### config.mk
export PLATFORM = sky130hd
export DESIGN_NAME = ordered_list_table_engine
export DESIGN_NICKNAME = d
export VERILOG_FILES = /design/src/rtl/oltbl_pkg.sv /design/src/rtl/ordered_list_table_engine.sv
export SDC_FILE = /design/constraint.sdc
export NUM_CORES = 1
export LEC_CHECK = 0
export BUFFER_PORTS_ARGS = -buffer_cell sky130_fd_sc_hd__buf_2
export CAP_MARGIN = 20
export CORE_MARGIN = 2
export CORE_UTILIZATION = 45
export CTS_BUF_LIST = sky130_fd_sc_hd__clkbuf_4
export DETAILED_ROUTE_END_ITERATION = 12
export HOLD_SLACK_MARGIN = 0.03
export MAX_ROUTING_LAYER = met4
export PLACE_DENSITY = 0.59
export SLEW_MARGIN = 20
export SYNTH_ARGS = -nofsm -noshare
export SYNTH_HDL_FRONTEND = slang
export SYNTH_SLANG_ARGS = --single-unit
### constraint.sdc
create_clock -name clock -period 10.9 [get_ports clock]
set_clock_uncertainty 0.1 [all_clocks]
set_input_delay 1.635 -clock clock [delete_from_list [all_inputs] [get_ports clock]]
set_output_delay 1.635 -clock clock [all_outputs]
set_load 0.01 [all_outputs]
### src/rtl/oltbl_pkg.sv
// shared types and constants for the ordered list table engine
`timescale 1ns / 1ps
`default_nettype none
package oltbl_pkg;

   localparam int DEPTH   = 16;
   localparam int IDX_W   = $clog2(DEPTH);
   localparam int CNT_W   = $clog2(DEPTH + 1);
   localparam int DATA_W  = 32;
   localparam int POS_W   = 4;
   localparam int COUNT_W = 5;

   localparam logic signed [DATA_W-1:0] FAIL_DATA = '1;

   typedef enum logic [1:0] {
      CMD_APPEND = 2'd0,
      CMD_INSERT = 2'd1,
      CMD_DELETE = 2'd2,
      CMD_FIND   = 2'd3
   } cmd_type;

   typedef enum logic [2:0] {
      ST_OK       = 3'd0,
      ST_EMPTY    = 3'd1,
      ST_RANGE    = 3'd2,
      ST_NOTFOUND = 3'd3,
      ST_FULL     = 3'd4
   } status_type;

   typedef enum logic [2:0] {
      S_IDLE,
      S_FIND,
      S_INSERT,
      S_DELETE,
      S_DONE
   } state_type;

endpackage
`default_nettype wire

### src/rtl/ordered_list_table_engine.sv
// ordered list of signed values kept as a dense table in one synchronous memory
//
//   channel   direction  ports
//   req_      in         req_valid, req_ready, req_cmd, req_position, req_value
//   rsp_      out        rsp_valid, rsp_ready, rsp_data, rsp_status, rsp_count, rsp_is_empty
//
// append and any rejected command go straight to the result, find does one memory read
// insert shifts the entries from the position up to the tail, delete searches the whole list:
// the shift and the search walk the memory one entry per cycle through its single read port
// reset empties the list at once; entries are not cleared
// a finished result waits in the rsp_ output register while the next transaction is taken
`timescale 1ns / 1ps
`default_nettype none
module ordered_list_table_engine
   import oltbl_pkg::*;
(
   input  wire logic                     clock,
   input  wire logic                     reset,
   input  wire logic                     req_valid,
   output logic                          req_ready,
   input  wire logic [1:0]               req_cmd,
   input  wire logic [POS_W-1:0]         req_position,
   input  wire logic signed [DATA_W-1:0] req_value,
   output logic                          rsp_valid,
   input  wire logic                     rsp_ready,
   output logic signed [DATA_W-1:0]      rsp_data,
   output logic [2:0]                    rsp_status,
   output logic [COUNT_W-1:0]            rsp_count,
   output logic                          rsp_is_empty
);

   logic signed [DATA_W-1:0] mem [DEPTH];
   logic signed [DATA_W-1:0] rdata_ff;

   state_type                state_ff, state_in;
   logic [CNT_W-1:0]         count_ff, count_in;
   logic [IDX_W-1:0]         idx_ff, idx_in;
   logic signed [DATA_W-1:0] carry_ff, carry_in;
   logic signed [DATA_W-1:0] val_ff, val_in;
   logic                     found_ff, found_in;
   logic signed [DATA_W-1:0] res_data_ff, res_data_in;
   status_type               res_status_ff, res_status_in;

   logic                     rsp_valid_ff;
   logic signed [DATA_W-1:0] rsp_data_ff;
   logic [2:0]               rsp_status_ff;
   logic [COUNT_W-1:0]       rsp_count_ff;
   logic                     rsp_is_empty_ff;

   logic                     mem_we;
   logic [IDX_W-1:0]         mem_waddr;
   logic signed [DATA_W-1:0] mem_wdata;
   logic [IDX_W-1:0]         rd_addr;
   logic                     rsp_load;

   cmd_type                  cmd;
   logic                     req_fire;
   logic                     out_free;
   logic                     is_full;
   logic                     is_empty;
   logic [CNT_W-1:0]         pos_ext;
   logic                     ins_range;
   logic                     find_range;
   logic                     ins_last;
   logic                     del_last;
   logic                     del_match;

   assign cmd        = cmd_type'(req_cmd);
   assign req_ready  = (state_ff == S_IDLE);
   assign req_fire   = req_valid && req_ready;
   assign out_free   = !rsp_valid_ff || rsp_ready;
   assign is_full    = (count_ff == CNT_W'(DEPTH));
   assign is_empty   = (count_ff == '0);
   assign pos_ext    = CNT_W'(req_position);
   assign ins_range  = (req_position != '0) && (pos_ext >= count_ff);
   assign find_range = (pos_ext >= count_ff);
   // insert writes up to the old tail slot, delete reads up to the last entry
   assign ins_last   = (CNT_W'(idx_ff) == count_ff);
   assign del_last   = ((CNT_W'(idx_ff) + CNT_W'(1)) == count_ff);
   assign del_match  = (rdata_ff == val_ff);

   // next state
   always_comb begin
      state_in = state_ff;
      unique case (state_ff)
         S_IDLE: begin
            if (req_fire) begin
               unique case (cmd)
                  CMD_APPEND: state_in = S_DONE;
                  CMD_INSERT: state_in = (is_full || ins_range) ? S_DONE : S_INSERT;
                  CMD_DELETE: state_in = is_empty ? S_DONE : S_DELETE;
                  CMD_FIND:   state_in = (is_empty || find_range) ? S_DONE : S_FIND;
               endcase
            end
         end
         S_FIND:   state_in = S_DONE;
         S_INSERT: state_in = ins_last ? S_DONE : S_INSERT;
         S_DELETE: state_in = del_last ? S_DONE : S_DELETE;
         S_DONE:   state_in = out_free ? S_IDLE : S_DONE;
         default:  state_in = S_IDLE;
      endcase
   end

   // datapath and memory control
   always_comb begin
      mem_we        = 1'b0;
      mem_waddr     = idx_ff;
      mem_wdata     = carry_ff;
      rd_addr       = idx_ff + IDX_W'(1);
      idx_in        = idx_ff;
      carry_in      = carry_ff;
      val_in        = val_ff;
      found_in      = found_ff;
      count_in      = count_ff;
      res_data_in   = res_data_ff;
      res_status_in = res_status_ff;
      rsp_load      = 1'b0;
      unique case (state_ff)
         S_IDLE: begin
            rd_addr = (cmd == CMD_DELETE) ? '0 : IDX_W'(req_position);
            if (req_fire) begin
               val_in        = req_value;
               carry_in      = req_value;
               found_in      = 1'b0;
               idx_in        = (cmd == CMD_DELETE) ? '0 : IDX_W'(req_position);
               res_data_in   = '0;
               res_status_in = ST_OK;
               unique case (cmd)
                  CMD_APPEND: begin
                     if (is_full) begin
                        res_data_in   = FAIL_DATA;
                        res_status_in = ST_FULL;
                     end else begin
                        mem_we    = 1'b1;
                        mem_waddr = IDX_W'(count_ff);
                        mem_wdata = req_value;
                        count_in  = count_ff + CNT_W'(1);
                     end
                  end
                  CMD_INSERT: begin
                     priority if (is_full) begin
                        res_data_in   = FAIL_DATA;
                        res_status_in = ST_FULL;
                     end else if (ins_range) begin
                        res_data_in   = FAIL_DATA;
                        res_status_in = ST_RANGE;
                     end
                  end
                  CMD_DELETE: begin
                     if (is_empty) begin
                        res_data_in   = FAIL_DATA;
                        res_status_in = ST_EMPTY;
                     end
                  end
                  CMD_FIND: begin
                     priority if (is_empty) begin
                        res_data_in   = FAIL_DATA;
                        res_status_in = ST_EMPTY;
                     end else if (find_range) begin
                        res_data_in   = FAIL_DATA;
                        res_status_in = ST_RANGE;
                     end
                  end
               endcase
            end
         end
         S_FIND: begin
            res_data_in   = rdata_ff;
            res_status_in = ST_OK;
         end
         S_INSERT: begin
            // write the carried value, pick up the entry it displaces
            mem_we   = 1'b1;
            carry_in = rdata_ff;
            idx_in   = idx_ff + IDX_W'(1);
            if (ins_last) begin
               count_in      = count_ff + CNT_W'(1);
               res_data_in   = '0;
               res_status_in = ST_OK;
            end
         end
         S_DELETE: begin
            // once the match is passed, every entry moves down by one
            if (found_ff) begin
               mem_we    = 1'b1;
               mem_waddr = idx_ff - IDX_W'(1);
               mem_wdata = rdata_ff;
            end
            if (del_match) begin
               found_in = 1'b1;
            end
            idx_in = idx_ff + IDX_W'(1);
            if (del_last) begin
               if (found_ff || del_match) begin
                  count_in      = count_ff - CNT_W'(1);
                  res_data_in   = '0;
                  res_status_in = ST_OK;
               end else begin
                  res_data_in   = FAIL_DATA;
                  res_status_in = ST_NOTFOUND;
               end
            end
         end
         S_DONE: begin
            rsp_load = out_free;
         end
         default: begin
            rsp_load = 1'b0;
         end
      endcase
   end

   always_ff @(posedge clock) begin
      if (mem_we) begin
         mem[mem_waddr] <= mem_wdata;
      end
   end

   always_ff @(posedge clock) begin
      rdata_ff <= mem[rd_addr];
   end

   always_ff @(posedge clock) begin
      if (reset) begin
         state_ff     <= S_IDLE;
         count_ff     <= '0;
         rsp_valid_ff <= 1'b0;
      end else begin
         state_ff <= state_in;
         count_ff <= count_in;
         if (rsp_load) begin
            rsp_valid_ff <= 1'b1;
         end else if (rsp_ready) begin
            rsp_valid_ff <= 1'b0;
         end
      end
   end

   always_ff @(posedge clock) begin
      idx_ff        <= idx_in;
      carry_ff      <= carry_in;
      val_ff        <= val_in;
      found_ff      <= found_in;
      res_data_ff   <= res_data_in;
      res_status_ff <= res_status_in;
      if (rsp_load) begin
         rsp_data_ff     <= res_data_ff;
         rsp_status_ff   <= res_status_ff;
         rsp_count_ff    <= COUNT_W'(count_ff);
         rsp_is_empty_ff <= (count_ff == '0);
      end
   end

   assign rsp_valid    = rsp_valid_ff;
   assign rsp_data     = rsp_data_ff;
   assign rsp_status   = rsp_status_ff;
   assign rsp_count    = rsp_count_ff;
   assign rsp_is_empty = rsp_is_empty_ff;

endmodule
`default_nettype wire

==> results of run 1 <==
==> cell usage in the layout, fill, tap and decap left out, drive strengths merged, types with 3 or more instances in the layout <==
cell and instances:
a211oi 63, a22oi 65, mux2i 4, a21oi 16
dfxtp 41, nand3 43, clkbuf 275, xnor2 41
nor4 5, nand4 11, or3 3, o31ai 3
mux2 32, nand2 152, clkinv 29, nand2b 5
a31oi 3, nor2b 63, inv 29, nor3 7
a311oi 3, edfxtp 657, o311ai 31, ha 9
mux4 96, bufinv 3, buf 116, o21ai 14
xor2 4, nor2 28
==> per-layer routing <==
layer  global-route usage, %  wire (µm)  part of all wire, %
met4                    8.66       1810                  2.7
met5                       -          0                    0
met2                    35.2      32600                   48
met3                    5.35       4500                  6.7
met1                    29.5      28700                   42
==> final timing paths <==
check	startpoint	endpoint	depth (start not counted)
worst max register to register	state_ff[2]$_SDFFE_PP0N_	rdata_ff[23]$_DFF_P_	8
worst min register to register	res_data_ff[10]$_DFFE_PP_	rsp_data[10]$_DFFE_PP_	0
worst max-delay path	state_ff[2]$_SDFFE_PP0N_	rdata_ff[23]$_DFF_P_	8
worst min-delay path	res_data_ff[10]$_DFFE_PP_	rsp_data[10]$_DFFE_PP_	0
==> critical path, stage by stage (launching register included) <==
cell	delay, ns
sky130_fd_sc_hd__dfxtp_1	0.62
sky130_fd_sc_hd__or3_1	0.61
sky130_fd_sc_hd__clkinv_4	0.29
sky130_fd_sc_hd__a31oi_4	0.47
sky130_fd_sc_hd__buf_4	0.73
sky130_fd_sc_hd__buf_4	0.67
sky130_fd_sc_hd__mux4_2	0.58
sky130_fd_sc_hd__a22oi_1	0.22
sky130_fd_sc_hd__o311ai_1	0.13
==> state kept, by name, summed over array words and instances (netlist names) <==
signal,flops
mem,512
res_data_ff,32
rsp_valid,1
res_status_ff,3
carry_ff,32
val_ff,32
state_ff,3
rsp_is_empty,1
idx_ff,4
found_ff,1
rdata_ff,32
rsp_data,32
rsp_status,3
rsp_count,5
count_ff,5
==> power by group <==
group | internal [µW] | switching (µW) | total (µW)
logic | 325 | 545 | 870
clock network | 1210 | 1020 | 2230
registers | 3170 | 153 | 3320
==> cells by family (layout without fill, tap and decap cells) <==
kind of cell,Yosys count,in the layout,synth area share [%]
DFF,698,698,75.0
and+or+nand+nor,324,324,5.56
AOI/OAI and AO/OA,225,225,6.25
muxes,132,132,9.36
buffers and inverters,108,452,1.78
xor gates and xnor gates,46,46,1.53
adders and majority gates,10,10,0.484
other,0,1,0
==> metrics by stage <==
step	std cells	cell area, µm²
4_1_cts	2669	31200
2_1_floorplan	1543	27400
3_5_place_dp	2353	28900
6_report	2670	31200
5_1_grt	2670	31200
3_3_place_gp	2352	28900
==> cell type report <==
cell class                 instances  share of cell area (%)
clock buffer                     275                    6.62
sequential                       698                    65.9
multi-input combinational        737                    21.1
clock inverter                    41                   0.775
antenna                            1                 0.00803
tap                              782                    3.14
timing repair buffer             116                    2.15
inverter                          20                   0.257
==> results_tabular.tex, run 1 <==
\begin{tabular}{lr}
\hline
Metric & Value \\
\hline
\multicolumn{2}{l}{\textbf{Outcome}} \\
Status & finished, final reports clean \\
\multicolumn{2}{l}{\textbf{Global routing}} \\
Grt ovf & 0 \\
Total global-route track usage & 22.8\% \\
Via count of the first global-routing pass & 15.6k \\
First-pass GRT wire length & 99700 µm \\
Pin count of the biggest net entering global routing & 165 \\
Number of antenna violations at the first check in global routing & 3 \\
\multicolumn{2}{l}{\textbf{Clocking}} \\
Number of hold-repair buffers added at the cts stage & 0 \\
Clock-pin slew on the worst setup and hold paths & 0.07 ns \\
Clk Latency, worst-skew pair & 1.00 ns \\
Setup Fix Bufs, Post-CTS & 0 \\
Number of buffers created by CTS & 174 \\
TritonCTS Sinks & 698 \\
H-tree depth & 4 \\
Max Root-Sink Buffers & 3 \\
Number of cells upsized or downsized after cts & 0 \\
TritonCTS clock tree & built \\
CTS Root Buffer Type & sky130\_fd\_sc\_hd\_\_clkbuf\_4 \\
\multicolumn{2}{l}{\textbf{Setup path}} \\
Endpoint kind of the worst setup timing path & flip-flop \\
Setup CP Type & reg -> reg \\
R2R setup slack & 6.25 ns \\
Critical Path Fanout Max & 43 \\
Kind of start point of the critical path & flip-flop \\
Data required time of the worst path & 11.65 ns \\
Data arrival, critical path & 5.41 ns \\
\multicolumn{2}{l}{\textbf{Die}} \\
Number of core rows & 90 \\
Starting density of the core & 45.5\% \\
Core Box Area & 60200 µm² \\
Horiz. Die Dim & 251 µm \\
Total die area & 62800 µm² \\
Height of the die & 251 µm \\
Number of ports placed on the die boundary & 85 \\
\multicolumn{2}{l}{\textbf{Drt}} \\
Routed Wire Length & 67500 µm \\
Detailed router's first-iteration violation count & 1350 \\
DRC violations left & 0 \\
Via/cell ratio & 5.77 \\
Total iterations of the first detailed-routing run & 5 \\
Via count & 15.4k \\
Post-DRT Antenna Nets & 0 \\
DR WL/cell & 25.3 µm \\
\multicolumn{2}{l}{\textbf{Power}} \\
Cell area power density & 206 nW/µm² \\
Overall Power & 6420 µW \\
VDD IR-drop max & 80.3 µV \\
Reported leakage power & 0.0104 µW \\
\multicolumn{2}{l}{\textbf{Logic synthesis}} \\
Cell types occupying the most area after synthesis & sky130\_fd\_sc\_hd\_\_edfxtp\_1 (72\%), sky130\_fd\_sc\_hd\_\_mux4\_2 (7.9\%), sky130\_fd\_sc\_hd\_\_dfxtp\_1 (3.0\%) \\
Most frequent cell after synthesis & sky130\_fd\_sc\_hd\_\_edfxtp\_1 \\
Count of flip-flops with a built-in enable after synthesis & 657 \\
Register bit count reported by yosys & 698 \\
Most used standard cells in the synthesized netlist & sky130\_fd\_sc\_hd\_\_edfxtp\_1 (657), sky130\_fd\_sc\_hd\_\_nand2\_1 (152), sky130\_fd\_sc\_hd\_\_mux4\_2 (96), sky130\_fd\_sc\_hd\_\_a22oi\_1 (65) \\
Average size of a mapped cell & 17.7 µm² \\
Register area share after synthesis & 75.0\% \\
Unique cell type count in the Yosys netlist & 62 \\
Share of synthesized registers carrying an async set or reset & 0\% \\
Yosys top cell area share & 72.0\% \\
Commonest register cell after synthesis & sky130\_fd\_sc\_hd\_\_edfxtp\_1 \\
Post-Syn Area & 27400 µm² \\
Number of nets in the synthesized netlist & 1595 \\
Cell accounting for the most synthesized area & sky130\_fd\_sc\_hd\_\_edfxtp\_1 \\
Cells after Synth & 1543 \\
Number of warnings reported in the yosys synthesis log & 0 \\
\multicolumn{2}{l}{\textbf{STA}} \\
Count of endpoints failing setup in the final report & 0 \\
Worst-Margin Slew & 1.08 ns \\
Setup Total Neg Slack & 0 ns \\
Maximum clock frequency & 215 MHz \\
Worst-case headroom to the max-slew limit & 27.9\% \\
Final Worst Setup Slack & 6.25 ns \\
Part of the cycle the worst path needs & 42.7\% \\
Total count of hold-check failures in the final report & 0 \\
Number of max-slew violations in the final report & 0 \\
Final critical path time including I/O delays and setup & 4.65 ns \\
Final Hold Slack & 0.304 ns \\
RSZ-0062 raised after global routing & false \\
\multicolumn{2}{l}{\textbf{Final layout}} \\
Fin util & 51.7\% \\
Fillers & 4883 \\
Sequential standard cell area & 20500 µm² \\
Net count, final & 1799 \\
Fraction of layout instances using a drive strength above 1 & 30.3\% \\
Multi-input logic area & 6580 µm² \\
Area growth syn-to-layout & 13.8\% \\
\multicolumn{2}{l}{\textbf{Placed design}} \\
\# port buffers & 84 \\
Final weighted congestion of routability-driven global placement & 0.824 \\
Placement Setup Slack & 5.50 ns \\
DP HPWL & 36800 µm \\
\multicolumn{2}{l}{\textbf{Job}} \\
Max-capacitance violation count & 0 \\
\multicolumn{2}{l}{\textbf{Hold path}} \\
Min-delay worst type & reg -> reg \\
\hline
\end{tabular}
No activity file was read; power rests on OpenSTA's default activity.
==> inputs of run 2 (changes only) <==
==> constraint.sdc (replaced) <==
create_clock -name clock -period 4.6 [get_ports clock]
set_clock_uncertainty 0.1 [all_clocks]
set_input_delay 0.69 -clock clock [delete_from_list [all_inputs] [get_ports clock]]
set_output_delay 0.69 -clock clock [all_outputs]
set_load 0.01 [all_outputs]
==> run 2 against run 1 <==
  * Sequential share of layout area shrank 1.4 points
  * Critical endpoint is now mem[6][11]$_DFFE_PP_
  * Sequential cell count did not move
  * Final area grew 2.1%
  * Setup slack lost 5.8 ns
  * Non-clock buffer count is 54 higher
  * Critical path depth stayed put
  * Hold slack worse by 0.12 ns
  * Total power up 140%
  * Routed wire length fell by 1.1%
==> results_tabular.tex, run 2 (synthesis gave the netlist of run 1 again) <==
\begin{tabular}{lr}
\hline
Metric & Value \\
\hline
\multicolumn{2}{l}{\textbf{Placed design}} \\
\# port buffers & 84 (unchanged) \\
Number of placed cells counting well taps & 2368 (was 2353) \\
DP HPWL & 40800 µm (was 36800 µm) \\
Final weighted congestion of routability-driven global placement & 0.909 (was 0.824) \\
\multicolumn{2}{l}{\textbf{Final layout}} \\
Final standard cell count with taps included and fillers excluded & 2719 (was 2670) \\
Register name with the most flops & mem (unchanged) \\
Leading cell type in the layout, fill and taps excluded & sky130\_fd\_sc\_hd\_\_edfxtp\_1 (unchanged) \\
Fin util & 52.8\% (was 51.7\%) \\
Net count, final & 1855 (was 1799) \\
Max reg flops & 512 (unchanged) \\
Area growth syn-to-layout & 16.2\% (was 13.8\%) \\
Most frequent cells in the layout & sky130\_fd\_sc\_hd\_\_edfxtp\_1 (657), sky130\_fd\_sc\_hd\_\_clkbuf\_4 (261), sky130\_fd\_sc\_hd\_\_nand2\_1 (152) (was sky130\_fd\_sc\_hd\_\_edfxtp\_1 (657), sky130\_fd\_sc\_hd\_\_clkbuf\_4 (275), sky130\_fd\_sc\_hd\_\_nand2\_1 (152)) \\
Fraction of layout instances using a drive strength above 1 & 29.6\% (was 30.3\%) \\
\multicolumn{2}{l}{\textbf{Drt}} \\
Total iterations of the first detailed-routing run & 5 (unchanged) \\
DR WL/cell & 24.6 µm (was 25.3 µm) \\
Routed Wire Length & 66800 µm (was 67500 µm) \\
DRC violations left & 0 (unchanged) \\
Post-DRT Antenna Nets & 0 (unchanged) \\
Detailed router's first-iteration violation count & 1355 (was 1350) \\
Via/cell ratio & 5.70 (was 5.77) \\
Via count & 15.5k (was 15.4k) \\
\multicolumn{2}{l}{\textbf{Setup path}} \\
Top delay family on crit path & simple AND/OR/NAND/NOR gates (was buffers and inverters) \\
Stage delay of the slowest cell on the critical path & 0.65 ns (was 0.73 ns) \\
Library cell contributing the largest single delay on the critical path & sky130\_fd\_sc\_hd\_\_nor2\_4 (was sky130\_fd\_sc\_hd\_\_buf\_4) \\
Kind of start point of the critical path & flip-flop (unchanged) \\
Cell count of the worst reg-to-reg path & 8 (unchanged) \\
Startpoint of the worst-slack reg-to-reg timing path & state\_ff[2]\$\_SDFFE\_PP0N\_ (unchanged) \\
Capturing point of the worst reg2reg path & mem[6][11]\$\_DFFE\_PP\_ (was rdata\_ff[23]\$\_DFF\_P\_) \\
Data required time of the worst path & 5.15 ns (was 11.65 ns) \\
Setup CP Type & reg -> reg (unchanged) \\
Endpoint kind of the worst setup timing path & flip-flop (unchanged) \\
Data arrival, critical path & 4.75 ns (was 5.41 ns) \\
Critical path, cell by cell & or3\_1 -> a2111oi\_4 -> buf\_4 -> nor3\_1 -> a221oi\_2 -> nand3\_1 -> nor2\_4 -> buf\_12 (was or3\_1 -> clkinv\_4 -> a31oi\_4 -> buf\_4 -> buf\_4 -> mux4\_2 -> a22oi\_1 -> o311ai\_1) \\
Number of buffers and inverters on the critical path & 2 (was 3) \\
Critical Path Fanout Max & 23 (was 43) \\
R2R setup slack & 0.40 ns (was 6.25 ns) \\
\multicolumn{2}{l}{\textbf{Global routing}} \\
Grt ovf & 0 (unchanged) \\
First-pass GRT wire length & 99800 µm (was 99700 µm) \\
Total global-route track usage & 22.5\% (was 22.8\%) \\
Pin count of the biggest net entering global routing & 56 (was 165) \\
Number of antenna violations at the first check in global routing & 4 (was 3) \\
Via count of the first global-routing pass & 15.6k (about the same) \\
\multicolumn{2}{l}{\textbf{Clocking}} \\
Clk Latency, worst-skew pair & 0.98 ns (was 1.00 ns) \\
H-tree depth & 4 (unchanged) \\
CTS Root Buffer Type & sky130\_fd\_sc\_hd\_\_clkbuf\_4 (unchanged) \\
Max Root-Sink Buffers & 3 (unchanged) \\
Number of buffers created by CTS & 176 (was 174) \\
TritonCTS clock tree & built (unchanged) \\
TritonCTS Sinks & 698 (unchanged) \\
Number of cells upsized or downsized after cts & 0 (unchanged) \\
Clock-pin slew on the worst setup and hold paths & 0.06 ns (was 0.07 ns) \\
\multicolumn{2}{l}{\textbf{Power}} \\
Reported net switching power & 4140 µW (was 1710 µW) \\
Power share of the combinational group & 14.3\% (was 13.5\%) \\
VDD IR-drop max & 220 µV (was 80.3 µV) \\
Overall Power & 15300 µW (was 6420 µW) \\
Cell area power density & 481 nW/µm² (was 206 nW/µm²) \\
Relative contribution of sequential cells to total power & 51.4\% (was 51.8\%) \\
Reported leakage power & 0.0106 µW (was 0.0104 µW) \\
Sw Ratio & 27.0\% (was 26.7\%) \\
Clk pwr share & 34.3\% (was 34.7\%) \\
Cell Int Power & 11200 µW (was 4710 µW) \\
\multicolumn{2}{l}{\textbf{Die}} \\
Total die area & 62800 µm² (unchanged) \\
Horiz. Die Dim & 251 µm (unchanged) \\
Core Box Area & 60200 µm² (unchanged) \\
Number of core rows & 90 (unchanged) \\
Starting density of the core & 45.5\% (unchanged) \\
Number of ports placed on the die boundary & 85 (unchanged) \\
Height of the die & 251 µm (unchanged) \\
\multicolumn{2}{l}{\textbf{STA}} \\
Setup Total Neg Slack & 0 ns (unchanged) \\
Total count of hold-check failures in the final report & 0 (unchanged) \\
RSZ-0062 raised after global routing & false (unchanged) \\
Count of endpoints failing setup in the final report & 0 (unchanged) \\
Maximum clock frequency & 238 MHz (was 215 MHz) \\
Part of the cycle the worst path needs & 91.3\% (was 42.7\%) \\
Worst-case headroom to the max-slew limit & 31.4\% (was 27.9\%) \\
Number of max-slew violations in the final report & 0 (unchanged) \\
Final critical path time including I/O delays and setup & 4.20 ns (was 4.65 ns) \\
Worst-Margin Slew & 1.03 ns (was 1.08 ns) \\
\multicolumn{2}{l}{\textbf{Hold path}} \\
Sink of the worst hold path & idx\_ff[0]\$\_DFFE\_PP\_ (was rsp\_data[10]\$\_DFFE\_PP\_) \\
Min-delay worst type & in -> reg (was reg -> reg) \\
Hold path startpoint & req\_position[0] (was res\_data\_ff[10]\$\_DFFE\_PP\_) \\
Count of cells along the worst hold path & 3 (was 0) \\
\multicolumn{2}{l}{\textbf{Job}} \\
Max-capacitance violation count & 0 (unchanged) \\
\multicolumn{2}{l}{\textbf{Outcome}} \\
Status & finished, final reports clean (unchanged) \\
\hline
\end{tabular}
==> run 2: cell types whose count changed in the layout (fill, tap and decap cells not counted), sizes merged <==
| cell | before | now |
|---|---|---|
| bufinv | 3 | 4 |
| clkinv | 29 | 38 |
| buf | 116 | 131 |
| dlygate4sd3 | 0 | 39 |
| clkinvlp | 0 | 4 |
| inv | 29 | 22 |
| diode | 1 | 3 |
| clkbuf | 275 | 261 |
==> run 2: worst reg2reg max path, delay by kind of cell (launching register included) <==
family	cells	cell delay, ns
AND/OR/NAND/NOR	4	1.78
flip-flops	1	0.44
buffers and inverters	2	0.58
AO/OA/AOI/OAI	2	0.95
==> run 2: metrics by stage <==
step / hold slack, ns / instance area (µm²) / setup WS [ns]
floorplan: 0.300 / 27400 / -0.0914
global placement: 0.304 / 29100 / 0.607
detailed placement: 0.305 / 29100 / 0.517
CTS: 0.0557 / 31800 / 0.465
global route: 0.119 / 31800 / 0.263
finish: 0.186 / 31800 / 0.400
==> run 2: cell type report <==
| class | count | area (µm²) |
|---|---|---|
| diodes | 3 | 7.51 |
| clock buffers | 261 | 1960 |
| clock inverters | 48 | 322 |
| fillers | 4901 | 28400 |
| inverters | 20 | 80.1 |
| multi-input cells | 737 | 6580 |
| flip-flops and latches | 698 | 20500 |
| well taps | 782 | 978 |
| repair buffers | 170 | 1350 |
==> run 2: what timing repair did <==
action | 4_1_cts | 5_1_grt
buffers inserted | 0 | 0
endpoints found under the hold margin | 78 | 0
hold buffers | 39 | 0
setup endpoints to repair | 0 | 0
==> run 2: how the worst max path moves through the flow <==
stage | start | end | slack [ns] | cells past startpoint
floorplan | count_ff[1]$_SDFFE_PP0P_ | mem[12][0]$_DFFE_PP_ | -0.09 | 7
global placement | state_ff[2]$_SDFFE_PP0N_ | mem[6][15]$_DFFE_PP_ | 0.61 | 8
detailed placement | state_ff[2]$_SDFFE_PP0N_ | mem[6][15]$_DFFE_PP_ | 0.52 | 8
CTS | state_ff[2]$_SDFFE_PP0N_ | mem[6][11]$_DFFE_PP_ | 0.46 | 8
global route | state_ff[2]$_SDFFE_PP0N_ | mem[6][11]$_DFFE_PP_ | 0.26 | 8
finish | state_ff[2]$_SDFFE_PP0N_ | mem[6][11]$_DFFE_PP_ | 0.40 | 8
==> run 2: power by group through the flow <==
stage,logic [µW],clock network (µW),registers [µW]
6_report,2200,5250,7870
5_1_grt,2380,5760,7890
4_1_cts,2220,5410,7860
3_5_place_dp,2180,0,8000
3_3_place_gp,2150,0,7990
2_1_floorplan,1440,0,7820
==> run 2: routing by layer <==
layer | share of wire [%] | vias to the layer above | track usage [%]
met1 | 44 | 7962 | 30.6
met3 | 6.5 | 114 | 5.20
met5 | 0 | - | -
li1 | - | 6825 | -
met4 | 2.6 | 0 | 7.89
met2 | 47 | 601 | 33.4
